`src/hdl/wua_pkg.sv`:
```
package wua_pkg;

    localparam int WIDTH_BYTES_DEF = 32;
    localparam int KIND_W          = 3;
    localparam int WORD_W          = 64;
    localparam int SHAMT_W         = 9;
    localparam int ORDER_W         = 2;
    localparam int BLEN_W          = 9;
    localparam int IN_DATA_W       = 528;  // 8*64 + 9 = 521, padded to bytes
    localparam int OUT_DATA_W      = 268;  // 256 + 2 + 9 + 1
    localparam int OUT_TDATA_W     = 272;

    localparam logic [KIND_W-1:0] KIND_MUL  = 3'd0;
    localparam logic [KIND_W-1:0] KIND_DIV  = 3'd1;
    localparam logic [KIND_W-1:0] KIND_SHL  = 3'd2;
    localparam logic [KIND_W-1:0] KIND_SHR  = 3'd3;
    localparam logic [KIND_W-1:0] KIND_CMP  = 3'd4;
    localparam logic [KIND_W-1:0] KIND_BLEN = 3'd5;

    localparam logic [ORDER_W-1:0] ORDER_LT = 2'b11;
    localparam logic [ORDER_W-1:0] ORDER_EQ = 2'b00;
    localparam logic [ORDER_W-1:0] ORDER_GT = 2'b01;

endpackage

```
`src/hdl/wua_core.sv`:
```
// Shared add/subtract datapath with iteration sequencer.
module wua_core #(
    parameter int NBITS = 256
) (
    input  logic                          aclk,
    input  logic                          aresetn,
    input  logic                          start,
    input  logic [wua_pkg::KIND_W-1:0]    kind,
    input  logic [NBITS-1:0]              a_in,
    input  logic [NBITS-1:0]              b_in,
    input  logic [wua_pkg::SHAMT_W-1:0]   shamt,
    output logic                          done,
    output logic [NBITS-1:0]              res,
    output logic [wua_pkg::ORDER_W-1:0]   order,
    output logic [wua_pkg::BLEN_W-1:0]    blen,
    output logic                          dz
);
    import wua_pkg::*;

    localparam int CNT_W = $clog2(NBITS + 1);

    typedef enum logic [1:0] {ST_IDLE, ST_RUN, ST_DONE} state_t;

    state_t                state_reg;
    logic [KIND_W-1:0]     kind_reg;
    logic [NBITS-1:0]      x_reg;      // multiplicand / dividend then quotient / shifting value
    logic [NBITS-1:0]      y_reg;      // multiplier / divisor
    logic [NBITS-1:0]      acc_reg;    // product / remainder
    logic [CNT_W-1:0]      cnt_reg;
    logic [ORDER_W-1:0]    order_reg;
    logic [BLEN_W-1:0]     blen_reg;
    logic                  dz_reg;

    // Shared wide adder: add for multiply, subtract for divide
    logic              sub_sel;
    logic [NBITS-1:0]  alu_a;
    logic [NBITS-1:0]  alu_b;
    logic [NBITS:0]    alu_sum;
    logic [NBITS:0]    rem_sh;     // remainder shifted with next dividend bit
    logic              shift_big;  // shift count reaches the operand width

    assign rem_sh  = {acc_reg, x_reg[NBITS-1]};
    assign sub_sel = (kind_reg != KIND_MUL);
    assign alu_a   = (kind_reg == KIND_MUL) ? acc_reg : rem_sh[NBITS-1:0];
    assign alu_b   = (kind_reg == KIND_MUL) ? x_reg   : y_reg;
    assign alu_sum = sub_sel ? ({1'b0, alu_a} - {1'b0, alu_b})
                             : ({1'b0, alu_a} + {1'b0, alu_b});
    assign shift_big = ({1'b0, shamt} >= (SHAMT_W+1)'(NBITS));

    // Divide keeps remainder in acc_reg and builds quotient into x_reg bit 0
    logic div_ge;
    assign div_ge = rem_sh[NBITS] | ~alu_sum[NBITS];

    always_ff @(posedge aclk) begin
        if (!aresetn) begin
            state_reg <= ST_IDLE;
        end else begin
            unique case (state_reg)
                ST_IDLE: begin
                    if (start) begin
                        kind_reg  <= kind;
                        x_reg     <= a_in;
                        y_reg     <= b_in;
                        acc_reg   <= '0;
                        cnt_reg   <= CNT_W'(NBITS);
                        order_reg <= ORDER_EQ;
                        blen_reg  <= '0;
                        dz_reg    <= 1'b0;
                        state_reg <= ST_RUN;
                        if (kind == KIND_DIV && b_in == '0) begin
                            dz_reg    <= 1'b1;
                            state_reg <= ST_DONE;
                        end
                        if ((kind == KIND_SHL || kind == KIND_SHR) && shift_big) begin
                            x_reg <= '0;
                        end
                        // a shift by the full width or more clears the value at start and does no shift steps
                        if (kind == KIND_SHL || kind == KIND_SHR)
                            cnt_reg <= shift_big ? '0 : CNT_W'(shamt);
                        if (kind > KIND_BLEN)
                            state_reg <= ST_DONE;
                    end
                end
                ST_RUN: begin
                    cnt_reg <= cnt_reg - 1'b1;
                    unique case (kind_reg)
                        KIND_MUL: begin
                            // add-shift, LSB of y first
                            if (y_reg[0]) acc_reg <= alu_sum[NBITS-1:0];
                            x_reg <= x_reg << 1;
                            y_reg <= y_reg >> 1;
                        end
                        KIND_DIV: begin
                            acc_reg <= div_ge ? alu_sum[NBITS-1:0] : rem_sh[NBITS-1:0];
                            x_reg   <= {x_reg[NBITS-2:0], div_ge};
                        end
                        KIND_SHL: x_reg <= x_reg << 1;
                        KIND_SHR: x_reg <= x_reg >> 1;
                        KIND_CMP: begin
                            // MSB-first scan, one bit per cycle
                            if (order_reg == ORDER_EQ && x_reg[NBITS-1] != y_reg[NBITS-1])
                                order_reg <= x_reg[NBITS-1] ? ORDER_GT : ORDER_LT;
                            x_reg <= x_reg << 1;
                            y_reg <= y_reg << 1;
                        end
                        default: begin
                            if (blen_reg == '0 && x_reg[NBITS-1])
                                blen_reg <= BLEN_W'(cnt_reg);
                            x_reg <= x_reg << 1;
                        end
                    endcase
                    if (cnt_reg <= CNT_W'(1)) state_reg <= ST_DONE;
                    if (cnt_reg == '0) begin
                        cnt_reg   <= cnt_reg;
                        x_reg     <= x_reg;
                        state_reg <= ST_DONE;
                    end
                end
                ST_DONE: state_reg <= ST_IDLE;
                default: state_reg <= ST_IDLE;
            endcase
        end
    end

    assign done  = (state_reg == ST_DONE);
    assign res   = (kind_reg == KIND_MUL) ? acc_reg :
                   (kind_reg == KIND_DIV || kind_reg == KIND_SHL || kind_reg == KIND_SHR)
                   ? (dz_reg ? '0 : x_reg) : '0;
    assign order = (kind_reg == KIND_CMP)  ? order_reg : ORDER_EQ;
    assign blen  = (kind_reg == KIND_BLEN) ? blen_reg  : '0;
    assign dz    = (kind_reg == KIND_DIV)  ? dz_reg    : 1'b0;

endmodule

```
`config.mk`:
```
export PLATFORM = sky130hd
export DESIGN_NAME = wua_core
export DESIGN_NICKNAME = d
export VERILOG_FILES = /design/src/hdl/wua_pkg.sv /design/src/hdl/wua_core.sv
export SDC_FILE = /design/constraint.sdc
export NUM_CORES = 2
export LEC_CHECK = 0
export BUFFER_PORTS_ARGS = -buffer_cell sky130_fd_sc_hd__buf_2
export CELL_PAD_IN_SITES_DETAIL_PLACEMENT = 0
export CELL_PAD_IN_SITES_GLOBAL_PLACEMENT = 2
export CORE_MARGIN = 3
export CORE_UTILIZATION = 29
export CTS_CLUSTER_SIZE = 25
export DETAILED_ROUTE_END_ITERATION = 6
export PLACE_DENSITY_LB_ADDON = 0.12
export SLEW_MARGIN = 20
export SYNTH_ARGS = -nofsm -noshare
export SYNTH_HDL_FRONTEND = slang
export SYNTH_SLANG_ARGS = --single-unit
```
`constraint.sdc`:
```
create_clock -name aclk -period 47.7 [get_ports aclk]
set_input_delay 4.77 -clock aclk [delete_from_list [all_inputs] [get_ports aclk]]
set_output_delay 4.77 -clock aclk [all_outputs]
set_load 0.02 [all_outputs]
```
# After elaboration in Yosys (flattened, before gate mapping)

Index checks and enable logic that the tools add are counted.

Register bits after elaboration: 794
Bits in latches: 0
RAM bits: 0
Bits in read-only memories: 0
Input port bits: 527
Output and inout bits: 269
Word-level logic and storage cells: 104
Memories kept: 0

Add/sub/neg operators: 3
Multipliers: 0
Divide/modulo/power cells: 0
Magnitude comparators: 3
Eq/ne operators: 21
Shifts and indexed selects: 0
Muxes and demuxes: 43
Bitwise operators: 2
Reduce and logical (&&, ||, !) cells: 23

Operator list:

| kind                                                           | count |
|---|---|
| two-way mux 256 bit                                            | 12 |
| case mux 256 bit (2 select lines)                              | 6 |
| adder 256 x 256 -> 257 bit                                     | 1 |
| two-way mux 257 bit                                            | 1 |
| subtractor 256 x 256 -> 257 bit                                | 1 |
| zero test 256 bit                                              | 1 |
| two-way mux 9 bit                                              | 8 |
| case mux 9 bit (2 select lines)                                | 2 |
| two-way mux 2 bit                                              | 10 |
| zero test 9 bit                                                | 2 |
| AND reduction 5 bit                                            | 3 |
| equality test 3 x 2 -> 1 bit, second input constant            | 4 |
| inequality test 2 bit, second input constant                   | 6 |
| inequality test 3 bit, second input constant                   | 4 |
| >= comparator 9 bit, second input constant                     | 1 |
| less-or-equal comparator 9 x 1 -> 1 bit, second input constant | 1 |
| subtractor 9 x 1 -> 9 bit, second input constant               | 1 |
| case mux 2 bit (2 select lines)                                | 2 |
| AND reduction 4 bit                                            | 2 |
| equality test 3 x 1 -> 1 bit, second input constant            | 2 |
| equality test 3 bit, second input constant                     | 2 |
| OR reduction 5 bit                                             | 1 |
| logical AND 1 bit                                              | 4 |
| zero test 2 bit                                                | 2 |
| other kinds (13)                                               | 16 |

# Longest topological paths before layout

Depth after elaboration: 9
Mapped depth: 47
Depth with buffers taken out: 29

# Worst setup path before layout

No wires, ideal clock.

Path type: input-to-reg
From: input aresetn
To: register cnt_reg[0], enable pin
Library setup time: 1.049 ns
Data arrival time: 18.333 ns
Data required time: 46.651 ns
Path slack: 28.318 ns
Cell stages on the path: 3
Path buffers: 0
Cell sequence: nor2b_1 -> o21ai_0 -> a31oi_1

Cells in the longest elaborated chain, start to end: 1

RTL lines:

| what                          | line           | RTL |
|---|---|---|
| start, declared               | wua_core.sv:6  | `input logic aresetn,` |
| AND reduction 4 bit (no line) | -              |  |
| end signal, assigned          | wua_core.sv:65 | `cnt_reg <= CNT_W'(NBITS);` |
| end signal, assigned          | wua_core.sv:79 | `cnt_reg <= shift_big ? '0 : CNT_W'(shamt);` |
| end signal, assigned          | wua_core.sv:85 | `cnt_reg <= cnt_reg - 1'b1;` |
| end, declared                 | wua_core.sv:29 | `logic [CNT_W-1:0] cnt_reg;` |

No other way between the ends.
A chain may end at the register's enable or synchronous reset.

# Worst setup path in the final report

From: register kind_reg[1]
To: register acc_reg[128], data pin

Cells in the longest elaborated chain, start to end: 9
Elaborated cells between the ends (all ways): 14
Classes of those cells: add/sub (2); eq/ne (1); mux (7); bitwise (2); reduce/logical (2)

RTL lines:

| what                                                                          | line                                           | RTL |
|---|---|---|
| start, declared                                                               | wua_core.sv:25                                 | `logic [KIND_W-1:0] kind_reg;` |
| start signal, assigned                                                        | wua_core.sv:61                                 | `kind_reg <= kind;` |
| zero test 3 bit                                                               | wua_core.sv:44, wua_core.sv:45, wua_core.sv:86 |  |
| two-way mux 256 bit, on equally long branches                                 | wua_core.sv:44, wua_core.sv:45                 |  |
| adder 256 x 256 -> 257 bit or subtractor 256 x 256 -> 257 bit (tied branches) | wua_core.sv:47, wua_core.sv:46                 |  |
| two-way mux 257 bit                                                           | wua_core.sv:46                                 | `assign alu_sum = sub_sel ? ({1'b0, alu_a} - {1'b0, alu_b})` |
| inverter 1 bit                                                                | wua_core.sv:52                                 | `assign div_ge = rem_sh[NBITS] \| ~alu_sum[NBITS];` |
| OR 1 bit                                                                      | wua_core.sv:52                                 |  |
| two-way mux 256 bit                                                           | wua_core.sv:94                                 | `acc_reg <= div_ge ? alu_sum[NBITS-1:0] : rem_sh[NBITS-1:0];` |
| case mux 256 bit (2 select lines) (*)                                         | wua_core.sv:86                                 | `unique case (kind_reg)` |
| case mux 256 bit (2 select lines) (*)                                         | wua_core.sv:58                                 | `unique case (state_reg)` |
| end signal, assigned                                                          | wua_core.sv:89                                 | `if (y_reg[0]) acc_reg <= alu_sum[NBITS-1:0];` |
| end signal, assigned                                                          | wua_core.sv:94                                 |  |
| end, declared                                                                 | wua_core.sv:28                                 | `logic [NBITS-1:0] acc_reg;` |

Every way passes the cells marked *; elsewhere a longest branch is shown, timed or not. The select of a mux whose other input is x is not followed.

==> flow_summary.json <==
{
  "cts_tree": "done",
  "core_sq_um": 255100,
  "synth_cell_types": 102,
  "slowest_stage": "a2111oi_2",
  "ys_warn_count": 0,
  "holdWs_ns": 0.5976,
  "leakage_nw": 35.09,
  "final_nets": 11240,
  "grt_pass1_vias": 78860,
  "cp-end-kind": "register",
  "dr_total_vias": 81110,
  "cts_buffers": 106,
  "cts_buffer_depth": 3,
  "cp-start-kind": "register",
  "clock_sinks": 794,
  "grt_use_total_pct": 32.90,
  "period_share_pct": 26.96,
  "synth_flop_cell": "edfxtp_1",
  "worst_hold_path.endpoint": "acc_reg[193]",
  "slowest_delay_ns": 1.15,
  "vias_per_cell": 5.825,
  "worstSetupPathType": "register to register",
  "cts_resized": 0,
  "min_path_cells": 2,
  "ff2ff_setup_slack_ns": 34.84,
  "synth_nets": 10820,
  "post_drt_wl_per_cell_microns": 32.52,
  "synth_area_sq_um": 74700,
  "vdd_drop_max_mv": 0.02866,
  "port_buffers": 795,
  "die_w_microns": 513.5,
  "slew_viol_final": 0,
  "antenna_found_initial": 45,
  "cts-root-buf": "clkbuf_16",
  "synthesis.instances": 10030,
  "clk_latency_ns": 0.82,
  "hold_start": "acc_reg[192]",
  "ios": 796,
  "tns_ns": 0,
  "routed_wirelength_microns": 452900,
  "grt_pass1_wl_microns": 627000,
  "final_layout_size_suffix_gt1_share_pct": 11.89,
  "async_reset_ff_share_pct": 0,
  "nFillCells": 27970,
  "max_freq_mhz": 77.77,
  "critPathArrivalTime_ns": 13.39,
  "powerDensity_nw_per_um2": 35.87,
  "path_common_cell": "buf_4",
  "worstPathRequired_ns": 48.23,
  "postRouteAntennaNets": 0,
  "area_delta_synth_final_pct": 14.57,
  "fp-row-count": 185,
  "h-tree-depth": 3,
  "finalHoldViolCount": 0,
  "dr.pass1.iters": 6,
  "post-route-drc-count": 0,
  "gp_congestion": 0.9842,
  "hp-class": "register to register",
  "tightest_slew_ns": 1.357,
  "grt_max_degree": 275,
  "status": "completed",
  "die_y_microns": 513.5,
  "max_slew_margin_pct": 9.513,
  "rsz0062_at_grt": "false",
  "avgSynthCellArea_sq_um": 7.449,
  "cts_setup_buffers": 0,
  "final.min_clock_period_ns": 12.86,
  "dr.first_iter.drc_count": 9013,
  "grt-ovfl-total": 0,
  "drv_cap": 0,
  "worstPathMaxFanout": 131,
  "die-area_sq_um": 263700,
  "initial_core_util_pct": 29.29,
  "clock_skew_ns": 0.05686,
  "rr_startpoint": "kind_reg[1]",
  "clk_pin_slew_ns": 0.07,
  "ctsHoldBuffers": 0,
  "synth-edff-count": 792,
  "rr_endpoint": "acc_reg[128]",
  "dpl.hpwl_microns": 371500,
  "synth-seq-area-share_pct": 31.89,
  "reg2reg_depth": 32,
  "ys_ff_latch": 794,
  "setup_viol": 0
}
==> per-layer routing <==
layer  part of all wire, %  wire (microns)  track usage (%)  vias up
li1                      -               -                -    36770
met1                    44          200400            44.82    40330
met2                    44          201100            51.70     3414
met3                   6.6           29780            4.978      592
met4                   4.8           21610            13.87       12
met5                 0.017              76                0        -
==> synthesized netlist by cell type, drive strengths merged, types with 23 or more instances <==
library cell	instances	area (sq um)
a21boi	40	300.3
xor2	236	2067
buf	98	434.2
or2	27	168.9
mux2i	560	5605
xnor2	257	2251
nor2	769	2904
or4	54	416.7
nand3	137	685.7
o21a	46	345.3
ha	259	3241
a21o	79	593.1
nor2b	27	168.9
nand2b	37	231.5
nand2	2654	9970
o21bai	83	623.1
o21ai	909	4549
and2	70	437.9
o211ai	31	232.7
inv	107	401.6
nor3	270	1361
a21oi	946	4738
or3	65	411.6
edfxtp	792	23780
nand3b	23	176.4
and3	31	193.9
a211oi	78	585.6
nor4	204	1319
nand4	203	1291
o31ai	44	330.3
a31oi	49	306.5
clkbuf	587	2205
==> stage by stage <==
step                worst slack [ns]  std cells  instance area [sq um]  utilization (%)  total power (W)
floorplan                      28.32      10030                  74700                -         0.001729
global placement               34.95      13710                  82070            32.17         0.002234
detailed placement             35.19      13710                  82120            32.19         0.002226
CTS                            35.18      13910                  85510            33.52         0.003065
global route                   34.42      13920                  85570            33.54         0.003206
finish                         34.84      13930                  85590            33.55         0.003070
==> where the power goes <==
part	internal, W	switching [W]	total [W]
combinational	0.000377	0.000863	0.00124
clock	0.000457	0.000371	0.000828
sequential	0.000880	0.000122	0.00100
==> cell usage in the layout (no fill, tap or decap), drive strengths merged, types with 40 or more instances in the layout <==
master | synthesis | layout
a21boi | 40 | 40
nand2 | 2654 | 2654
nor3 | 270 | 270
or3 | 65 | 65
a211oi | 78 | 78
buf | 98 | 1004
nor4 | 204 | 204
xor2 | 236 | 236
o31ai | 44 | 44
a21oi | 946 | 946
a31oi | 49 | 49
mux2i | 560 | 560
o21ai | 909 | 909
o21bai | 83 | 83
or4 | 54 | 54
nor2 | 769 | 769
o21a | 46 | 46
inv | 107 | 110
ha | 259 | 259
a21o | 79 | 79
clkbuf | 587 | 127
clkinv | 1 | 49
nand3 | 137 | 137
edfxtp | 792 | 792
xnor2 | 257 | 257
nand4 | 203 | 203
and2 | 70 | 70
==> worst max-delay path: cells and delay by family, from the launching register on <==
kind            cells  cell delay, ns
buf+inv             7            3.05
compound gates     13            4.45
xor+xnor            1            0.15
simple gates       10            3.73
fa+ha+maj           1            0.37
flops               1            0.32
==> cells by family after synthesis <==
kind of cell | count (synthesis) | synth area share [%]
flip-flops | 794 | 31.89
multiplexers | 563 | 7.549
buffers and inverters | 793 | 4.075
AND/OR/NAND/NOR | 4645 | 27.35
XOR/XNOR | 493 | 5.780
AO/OA/AOI/OAI | 2481 | 18.99
adder cells (fa/ha/maj) | 260 | 4.365
==> worst max-delay path by stage <==
stage                     start           end  slack [ns]  cells after the start
CTS                 kind_reg[1]  acc_reg[117]       35.18                     32
global route        kind_reg[1]  acc_reg[117]       34.42                     32
global placement    kind_reg[1]  acc_reg[117]       34.95                     34
floorplan               aresetn    cnt_reg[0]       28.32                      3
detailed placement  kind_reg[1]  acc_reg[128]       35.19                     32
finish              kind_reg[1]  acc_reg[128]       34.84                     32
==> layout make-up <==
| class | instances | area, sq um | share of cell area [%] |
|---|---|---|---|
| multi-input combinational | 8442 | 48040 | 56.13 |
| antenna | 20 | 50.05 | 0.05847 |
| clock inverter | 65 | 660.6 | 0.7718 |
| inverter | 108 | 405.4 | 0.4736 |
| tap | 3366 | 4212 | 4.920 |
| timing repair buffer | 1004 | 5672 | 6.626 |
| sequential | 794 | 23820 | 27.83 |
| clock buffer | 127 | 2731 | 3.191 |
Note: power is estimated with default switching activity, not from simulation.
